[src/hw/rtl/fad_pkg.sv]
// Package for the frequency analysis decipher block.
// Holds the command and state codes, the control bundle and the letter decoder.
// No dependencies.
`default_nettype none
package fad_pkg;

	localparam int COUNT_WIDTH = 16;
	localparam int NUM_LETTERS = 26;
	localparam int IDX_W       = 5;

	localparam logic [COUNT_WIDTH-1:0] CNT_MAX   = '1;
	localparam logic [IDX_W-1:0]       LAST_IDX  = IDX_W'(NUM_LETTERS - 1);
	localparam logic [7:0]             LOWER_A   = 8'd97;
	localparam logic [7:0]             UPPER_A   = 8'd65;
	localparam logic [7:0]             CASE_GAP  = 8'd32;
	localparam logic [7:0]             LOWER_END = 8'd123;
	localparam logic [7:0]             UPPER_END = 8'd91;

	typedef enum logic [2:0] {
		CMD_CLEAR  = 3'd0,
		CMD_LOAD   = 3'd1,
		CMD_COUNT  = 3'd2,
		CMD_SORT   = 3'd3,
		CMD_DECODE = 3'd4
	} cmd_e;

	typedef enum logic [2:0] {
		ST_IDLE,
		ST_CLEAR,
		ST_LOAD,
		ST_COUNT,
		ST_SORT_A,
		ST_SORT_M,
		ST_DEC_RANK,
		ST_DEC_OUT
	} state_t;

	// sequencer strobes toward the datapath
	typedef struct packed {
		logic             ready;
		logic             do_clear;
		logic             do_load;
		logic             do_count;
		logic             sort_latch;
		logic             sort_step;
		logic             sort_wr;
		logic             dec_rank;
		logic             dec_out;
		logic [IDX_W-1:0] a_idx;
		logic [IDX_W-1:0] m_idx;
	} ctrl_t;

	typedef struct packed {
		logic             hit;
		logic [IDX_W-1:0] idx;
	} letter_t;

	// letter index of a byte, case folded; hit low for non-letters
	function automatic letter_t letter_of(input logic [7:0] b);
		letter_t    r;
		logic [7:0] d;
		r.hit = 1'b0;
		r.idx = '0;
		if (b >= LOWER_A && b < LOWER_END) begin
			d     = b - LOWER_A;
			r.hit = 1'b1;
			r.idx = d[IDX_W-1:0];
		end else if (b >= UPPER_A && b < UPPER_END) begin
			d     = b + CASE_GAP - LOWER_A;
			r.hit = 1'b1;
			r.idx = d[IDX_W-1:0];
		end
		return r;
	endfunction

endpackage
`default_nettype wire

[src/hw/rtl/fad_rank_unit.sv]
// Shared compare unit for the sort: one count compare per cycle while step is high, rank accumulator.
// Depends on fad_pkg.
`default_nettype none
module fad_rank_unit import fad_pkg::*; (
	input  wire logic                   clk,
	input  wire logic                   arst_n,
	input  wire logic                   latch,
	input  wire logic                   step,
	input  wire logic [COUNT_WIDTH-1:0] cnt_rd,
	input  wire logic [IDX_W-1:0]       a_idx,
	input  wire logic [IDX_W-1:0]       m_idx,
	output logic      [IDX_W-1:0]       rank_next
);

	logic [COUNT_WIDTH-1:0] ca_q;
	logic [IDX_W-1:0]       rank_q;
	logic                   below;

	// letter m ranks below letter a: smaller count, or equal count and earlier
	always_comb begin
		below     = (cnt_rd < ca_q) || ((cnt_rd == ca_q) && (m_idx < a_idx));
		rank_next = rank_q + IDX_W'(below);
	end

	always_ff @(posedge clk or negedge arst_n) begin
		if (!arst_n) begin
			rank_q <= '0;
		end else if (latch) begin
			rank_q <= '0;
		end else if (step) begin
			rank_q <= rank_next;
		end
	end

	// count of the letter being ranked
	always_ff @(posedge clk) begin
		if (latch) begin
			ca_q <= cnt_rd;
		end
	end

endmodule
`default_nettype wire

[src/hw/rtl/fad_ctrl.sv]
// Sequencer: command dispatch, sort loop counters, decode steps.
// Depends on fad_pkg.
`default_nettype none
module fad_ctrl import fad_pkg::*; (
	input  wire logic       clk,
	input  wire logic       arst_n,
	input  wire logic       req_valid,
	input  wire logic [2:0] req_cmd,
	input  wire logic       out_busy,
	output ctrl_t           ctl
);

	state_t           state_q, state_d;
	logic [IDX_W-1:0] a_q, m_q;

	always_ff @(posedge clk or negedge arst_n) begin
		if (!arst_n) begin
			state_q <= ST_IDLE;
		end else begin
			state_q <= state_d;
		end
	end

	// next state and strobes
	always_comb begin
		state_d        = state_q;
		ctl            = '0;
		ctl.a_idx      = a_q;
		ctl.m_idx      = m_q;
		unique case (state_q)
			ST_IDLE: begin
				ctl.ready = 1'b1;
				if (req_valid) begin
					unique case (req_cmd)
						CMD_CLEAR:  state_d = ST_CLEAR;
						CMD_LOAD:   state_d = ST_LOAD;
						CMD_COUNT:  state_d = ST_COUNT;
						CMD_SORT:   state_d = ST_SORT_A;
						CMD_DECODE: state_d = ST_DEC_RANK;
						default:    state_d = ST_IDLE;
					endcase
				end
			end
			ST_CLEAR: begin
				ctl.do_clear = 1'b1;
				state_d      = ST_IDLE;
			end
			ST_LOAD: begin
				ctl.do_load = 1'b1;
				state_d     = ST_IDLE;
			end
			ST_COUNT: begin
				ctl.do_count = 1'b1;
				state_d      = ST_IDLE;
			end
			ST_SORT_A: begin
				ctl.sort_latch = 1'b1;
				state_d        = ST_SORT_M;
			end
			ST_SORT_M: begin
				ctl.sort_step = 1'b1;
				if (m_q == LAST_IDX) begin
					ctl.sort_wr = 1'b1;
					state_d     = (a_q == LAST_IDX) ? ST_IDLE : ST_SORT_A;
				end
			end
			ST_DEC_RANK: begin
				ctl.dec_rank = 1'b1;
				state_d      = ST_DEC_OUT;
			end
			ST_DEC_OUT: begin
				if (!out_busy) begin
					ctl.dec_out = 1'b1;
					state_d     = ST_IDLE;
				end
			end
			default: state_d = ST_IDLE;
		endcase
	end

	// sort loop counters: a over letters, m over compared letters
	always_ff @(posedge clk or negedge arst_n) begin
		if (!arst_n) begin
			a_q <= '0;
			m_q <= '0;
		end else begin
			if (ctl.ready) begin
				a_q <= '0;
			end else if (ctl.sort_wr) begin
				a_q <= a_q + IDX_W'(1);
			end
			if (ctl.sort_latch) begin
				m_q <= '0;
			end else if (ctl.sort_step) begin
				m_q <= m_q + IDX_W'(1);
			end
		end
	end

endmodule
`default_nettype wire

[src/hw/rtl/frequency_analysis_decipher.sv]
// Top level of the frequency analysis decipher: letter counts, rank map, key table.
// Depends on fad_pkg, fad_ctrl and fad_rank_unit.
//
// channel | dir | tdata fields (low bit up)                      | notes
// s_      | in  | command[2:0] key_rank[7:3] data_byte[15:8]      | one command per request
// m_      | out | plain_byte[7:0]                                | only decode gives a request
//
// Clear, load key and count each act in their own sequencer state, then return to idle.
// Decode reads the rank, then waits until the output register is free before writing it.
// Sort ranks every letter in turn: the rank unit does one count compare a cycle.
// Reset zeroes counts and keys and sets the rank map to alphabet order.
// s_tready is high only while the sequencer is idle.
`default_nettype none
module frequency_analysis_decipher import fad_pkg::*; (
	input  wire logic        clk,
	input  wire logic        arst_n,
	input  wire logic        s_tvalid,
	output logic             s_tready,
	input  wire logic [15:0] s_tdata,   // command[2:0], key_rank[7:3], data_byte[15:8]
	output logic             m_tvalid,
	input  wire logic        m_tready,
	output logic      [7:0]  m_tdata    // plain_byte[7:0]
);

	ctrl_t                  ctl;
	logic                   accept;
	logic [IDX_W-1:0]       rank_q;
	logic [7:0]             byte_q;
	logic [COUNT_WIDTH-1:0] counts_q [NUM_LETTERS];
	logic [IDX_W-1:0]       ltr_q    [NUM_LETTERS];
	logic [7:0]             key_q    [NUM_LETTERS];
	letter_t                lt;
	logic [IDX_W-1:0]       rd_idx;
	logic [COUNT_WIDTH-1:0] cnt_rd;
	logic [IDX_W-1:0]       rank_next;
	logic [IDX_W-1:0]       dec_rank_q;
	logic                   out_valid_q;
	logic [7:0]             out_data_q;

	assign s_tready = ctl.ready;
	assign accept   = s_tvalid && s_tready;
	assign m_tvalid = out_valid_q;
	assign m_tdata  = out_data_q;

	fad_ctrl u_ctrl (
		.clk       (clk),
		.arst_n    (arst_n),
		.req_valid (s_tvalid),
		.req_cmd   (s_tdata[2:0]),
		.out_busy  (out_valid_q && !m_tready),
		.ctl       (ctl)
	);

	// request fields
	always_ff @(posedge clk) begin
		if (accept) begin
			rank_q <= s_tdata[7:3];
			byte_q <= s_tdata[15:8];
		end
	end

	assign lt = letter_of(byte_q);

	// single count read port, shared by count and sort
	always_comb begin
		if (ctl.sort_step) begin
			rd_idx = ctl.m_idx;
		end else if (ctl.sort_latch) begin
			rd_idx = ctl.a_idx;
		end else begin
			rd_idx = lt.idx;
		end
		cnt_rd = counts_q[rd_idx];
	end

	fad_rank_unit u_rank (
		.clk       (clk),
		.arst_n    (arst_n),
		.latch     (ctl.sort_latch),
		.step      (ctl.sort_step),
		.cnt_rd    (cnt_rd),
		.a_idx     (ctl.a_idx),
		.m_idx     (ctl.m_idx),
		.rank_next (rank_next)
	);

	// letter counts, saturating
	always_ff @(posedge clk or negedge arst_n) begin
		if (!arst_n) begin
			for (int i = 0; i < NUM_LETTERS; i++) counts_q[i] <= '0;
		end else if (ctl.do_clear) begin
			for (int i = 0; i < NUM_LETTERS; i++) counts_q[i] <= '0;
		end else if (ctl.do_count && lt.hit && cnt_rd != CNT_MAX) begin
			counts_q[lt.idx] <= cnt_rd + COUNT_WIDTH'(1);
		end
	end

	// letter to rank map
	always_ff @(posedge clk or negedge arst_n) begin
		if (!arst_n) begin
			for (int i = 0; i < NUM_LETTERS; i++) ltr_q[i] <= IDX_W'(i);
		end else if (ctl.do_clear) begin
			for (int i = 0; i < NUM_LETTERS; i++) ltr_q[i] <= IDX_W'(i);
		end else if (ctl.sort_wr) begin
			ltr_q[ctl.a_idx] <= rank_next;
		end
	end

	// key bytes by rank; ranks past the last letter are dropped
	always_ff @(posedge clk or negedge arst_n) begin
		if (!arst_n) begin
			for (int i = 0; i < NUM_LETTERS; i++) key_q[i] <= '0;
		end else if (ctl.do_load && rank_q <= LAST_IDX) begin
			key_q[rank_q] <= byte_q;
		end
	end

	// decode step one: rank of the letter
	always_ff @(posedge clk) begin
		if (ctl.dec_rank) begin
			dec_rank_q <= ltr_q[lt.idx];
		end
	end

	// output register
	always_ff @(posedge clk or negedge arst_n) begin
		if (!arst_n) begin
			out_valid_q <= 1'b0;
		end else if (ctl.dec_out) begin
			out_valid_q <= 1'b1;
		end else if (m_tready) begin
			out_valid_q <= 1'b0;
		end
	end

	always_ff @(posedge clk) begin
		if (ctl.dec_out) begin
			out_data_q <= lt.hit ? key_q[dec_rank_q] : byte_q;
		end
	end

	// a new result only comes from the decode output step
	a_out_src: assert property (@(posedge clk) disable iff (!arst_n)
		$rose(m_tvalid) |-> $past(ctl.dec_out))
		else $error("result without decode");

	// the rank map only holds ranks of real letters
	a_rank_range: assert property (@(posedge clk) disable iff (!arst_n)
		ctl.dec_out && lt.hit |-> dec_rank_q <= LAST_IDX)
		else $error("decode rank out of range");

	// a saturated count stays saturated after a count request
	a_sat: assert property (@(posedge clk) disable iff (!arst_n)
		ctl.do_count && lt.hit && cnt_rd == CNT_MAX |=> counts_q[$past(lt.idx)] == CNT_MAX)
		else $error("count wrapped");

	// the output register is never overwritten while a result waits
	a_no_drop: assert property (@(posedge clk) disable iff (!arst_n)
		ctl.dec_out |-> !out_valid_q || m_tready)
		else $error("result overwritten");

endmodule
`default_nettype wire

[config.mk]
export PLATFORM = sky130hd
export DESIGN_NAME = frequency_analysis_decipher
export DESIGN_NICKNAME = d
export VERILOG_FILES = /design/src/hw/rtl/fad_pkg.sv /design/src/hw/rtl/fad_rank_unit.sv /design/src/hw/rtl/fad_ctrl.sv /design/src/hw/rtl/frequency_analysis_decipher.sv
export SDC_FILE = /design/constraint.sdc
export NUM_CORES = 2
export LEC_CHECK = 0
export BUFFER_PORTS_ARGS = -buffer_cell sky130_fd_sc_hd__clkbuf_2
export CAP_MARGIN = 20
export CORE_UTILIZATION = 53
export CTS_CLUSTER_DIAMETER = 80
export DETAILED_ROUTE_END_ITERATION = 6
export PLACE_DENSITY = 0.81
export SYNTH_ARGS = -nofsm -noshare
export SYNTH_HDL_FRONTEND = slang
export SYNTH_HIERARCHICAL = 1
export SYNTH_SLANG_ARGS = --single-unit
[constraint.sdc]
create_clock -name clk -period 7 [get_ports clk]
set_input_delay 0.7 -clock clk [delete_from_list [all_inputs] [get_ports clk]]
set_output_delay 0.7 -clock clk [all_outputs]
set_load 0.1 [all_outputs]
==> flow_summary_export.csv <==
group,metric,value,unit
global_route,grt_pass1_wl,190000,µm
yosys,ys_seq_area_frac,0.517,
worst_setup_path,cp-start-kind,"register",
global_route,antenna_found_initial,2,
sta,period_minus_slack,6.79,ns
worst_setup_path,worstPathRequired,7.57,ns
placement,gp_congestion,0.968,
sta,tns,0,ns
drt,drt_iter0_markers,4083,
yosys,synthDominantCellAreaShare,0.448,
clock_tree,htree_num_levels,3,
worst_setup_path,end_kind,"register",
floorplan,rows,100,
worst_setup_path,crit_path_top_delay_cell,"o31ai_2",
worst_setup_path,worstSetupPathType,"reg2reg",
sta,finalClockSkew,0.0198,ns
yosys,synth_seq_cells,815,
clock_tree,cts_sinks,815,
cells_and_area,layout.cells.non_filler,4679,
placement,dpl.hpwl,75300,µm
drt,wl,122000,µm
sta,fin_crit_sh,0.970,
worst_setup_path,critPathBufInv,2,
placement,dpl_worst_slack,0.0888,ns
yosys,synthFlopType,"dfrtp_1",
sta,worstMarginPinSlew,1.15,ns
placement,port_buffers,29,
sta,whs,0.0789,ns
clock_tree,clk_latency,0.66,ns
sta,slew_violations,0,
worst_hold_path,hold_class,"in2async",
sta,relSlewSlack,0.233,
sta,rsz0062_at_grt,"false",
worst_setup_path,critPathMaxStageDelay,0.77,ns
sta,hold_violations,0,
yosys,synth.distinct_cells,93,
sta,max_freq,0.147,GHz
global_route,grt_max_degree,219,
worst_setup_path,crit_family,"compound AO/OA/AOI/OAI gates",
power,ir_worst_vdd,0.262,mV
worst_setup_path,arrival,7.36,ns
yosys,synthCells,3692,
cells_and_area,nFillCells,5834,
cells_and_area,drive_gt1_frac,0.195,
floorplan,ios,30,
yosys,synth_edf_count,42,
yosys,async_flop_share,0.948,
clock_tree,clock_path_buffers,3,
clock_tree,cts_tree,"built",
power,p_leak,19.3,nW
global_route,gr-total-overflow,0,
drt,antenna_left,0,
drt,vias,31566,
clock_tree,cts-root-buf,"clkbuf_16",
drt,via_per_inst,6.75,
sta,fin_ws,0.209,ns
cells_and_area,synthToLayoutAreaGrowth,10.9,%
floorplan,initial_core_util,0.537,
yosys,avgSynthCellArea,10.8,µm²
yosys,synthesis.nets,3742,
clock_tree,path_clk_slew,0.06,ns
cells_and_area,final_nets,3688,
yosys,netlist_area,0.0400,mm²
clock_tree,cts_buffers,85,
global_route,grt_pass1_vias,31457,
yosys,synth_top_area_cell,"dfrtp_1",
floorplan,core,0.0746,mm²
cells_and_area,final_cell_mix,"dfrtp_1 (716), nand2_1 (368), nor2_1 (337), a211oi_1 (220), mux2_2 (204)",
drt,drc,0,
floorplan,die_w,277,µm
yosys,ys_warn_count,6,
run_status,status,"complete, no violations",
run,cap_violations,0,
floorplan,die_y,277,µm
power,power.density,344,mW/mm²
power,total_power,15.3,mW
drt,wire_per_inst,26.0,µm
cells_and_area,final_common_cell,"dfrtp_1",
placement,place_inst,4518,
worst_setup_path,crit_chain,"nand2b_1, nor2_2, nor3b_1, o211ai_2, o31ai_2, nor2_1, buf_4, a221oi_1, a211oi_1, nor2_1, ha_1, a21oi_1, o21ai_0, a221o_2, o21ai_2, ha_2, ha_2, nand3_1, xnor2_2, buf_4, and3_1, a211o_1",
sta,setup_viol,0,
worst_setup_path,crit_fanout,26,
floorplan,dieArea,0.0766,mm²
drt,dr.pass1.iters,6,
clock_tree,cts-hold-fix-buffers,0,
global_route,grt_use_total,0.318,
clock_tree,cts_setup_buffers,0,
yosys,yosys-top-cells-area,"dfrtp_1 (45%), mux2_2 (5.7%), a211oi_1 (4.2%), mux2i_1 (4.2%), dfstp_2 (3.7%)",
-- metal layers --
metal | wire length (µm) | track usage | vias up
met5 | 14 | 0 | -
met4 | 6430 | 0.158 | 2
met3 | 12600 | 0.0742 | 456
met2 | 54700 | 0.485 | 1882
met1 | 47700 | 0.426 | 15747
li1 | - | - | 13479
-- logic make-up after synthesis --
group,count (synthesis),share of synthesized area
AO/OA/AOI/OAI,962,0.176
XOR/XNOR,29,0.00635
adder cells (fa/ha/maj),30,0.00938
buffers and inverters,376,0.0407
flip-flops,815,0.517
multiplexers,427,0.131
AND/OR/NAND/NOR,1053,0.120
-- synthesized netlist by cell type (26+ instances only) --
library cell / count
a211oi_1: 226
clkbuf_1: 204
a22oi_1: 33
nor2_1: 339
nand3_1: 132
dfrtp_1: 716
and3_1: 34
mux4_2: 57
o2bb2ai_1: 147
a221oi_1: 31
buf_4: 26
buf_2: 65
dfstp_2: 57
mux2_2: 204
a21oi_1: 190
nor2b_1: 35
a211o_1: 53
ha_1: 30
mux2i_1: 166
inv_1: 48
o21ai_0: 91
nand2_1: 369
edfxtp_1: 42
-- final timing paths --
kind	slack, ns	end	depth (start not counted)	from
min in group clk	0.22	rank_q[2]	1	s_tdata[5]
max in group asynchronous	5.25	key_q[18]	3	arst_n
worst min register to register	0.48	key_q[48]	2	key_q[48]
worst max register to register	0.21	ltr_q[44]	22	u_ctrl/state_q[1]
worst min-delay path	0.08	key_q[127]	1	arst_n
worst max-delay path	0.21	ltr_q[44]	22	u_ctrl/state_q[1]
-- power breakdown --
| group | internal [mW] | switching [mW] |
|---|---|---|
| sequential | 4.95 | 0.123 |
| combinational | 1.55 | 4.06 |
| clock | 2.61 | 1.97 |
| total | 9.11 | 6.15 |
-- sequential cells by signal, indices dropped and copies added, names as in the netlist --
register,cells
u_ctrl/a_q,5
rank_q,5
byte_q,8
counts_q,416
m_tvalid,1
u_ctrl/state_q,3
u_rank/rank_q,5
ltr_q,130
key_q,208
m_tdata,8
u_rank/ca_q,16
u_ctrl/m_q,5
dec_rank_q,5
-- metrics by stage --
stage / util / area (µm²)
final: 0.595 / 44400
after floorplan: - / 40000
after detailed placement: 0.557 / 41600
after global placement: 0.557 / 41500
after CTS: 0.595 / 44400
after global routing: 0.595 / 44400
-- final cells by class --
class	instances	area (µm²)	area share
antenna	1	2.50	0.0000564
clock buffer	126	2510	0.0566
clock inverter	32	300	0.00676
inverter	51	191	0.00431
multi-input combinational	2501	18000	0.406
sequential	815	20700	0.466
tap	969	1210	0.0273
timing repair buffer	184	1500	0.0337
-- what timing repair did --
action | 4_1_cts | 5_1_grt
setup endpoints to repair | 0 | 89
gates resized for setup | 0 | 4
hold endpoints to repair | 0 | 0
Note: power is estimated with default switching activity, not from simulation.
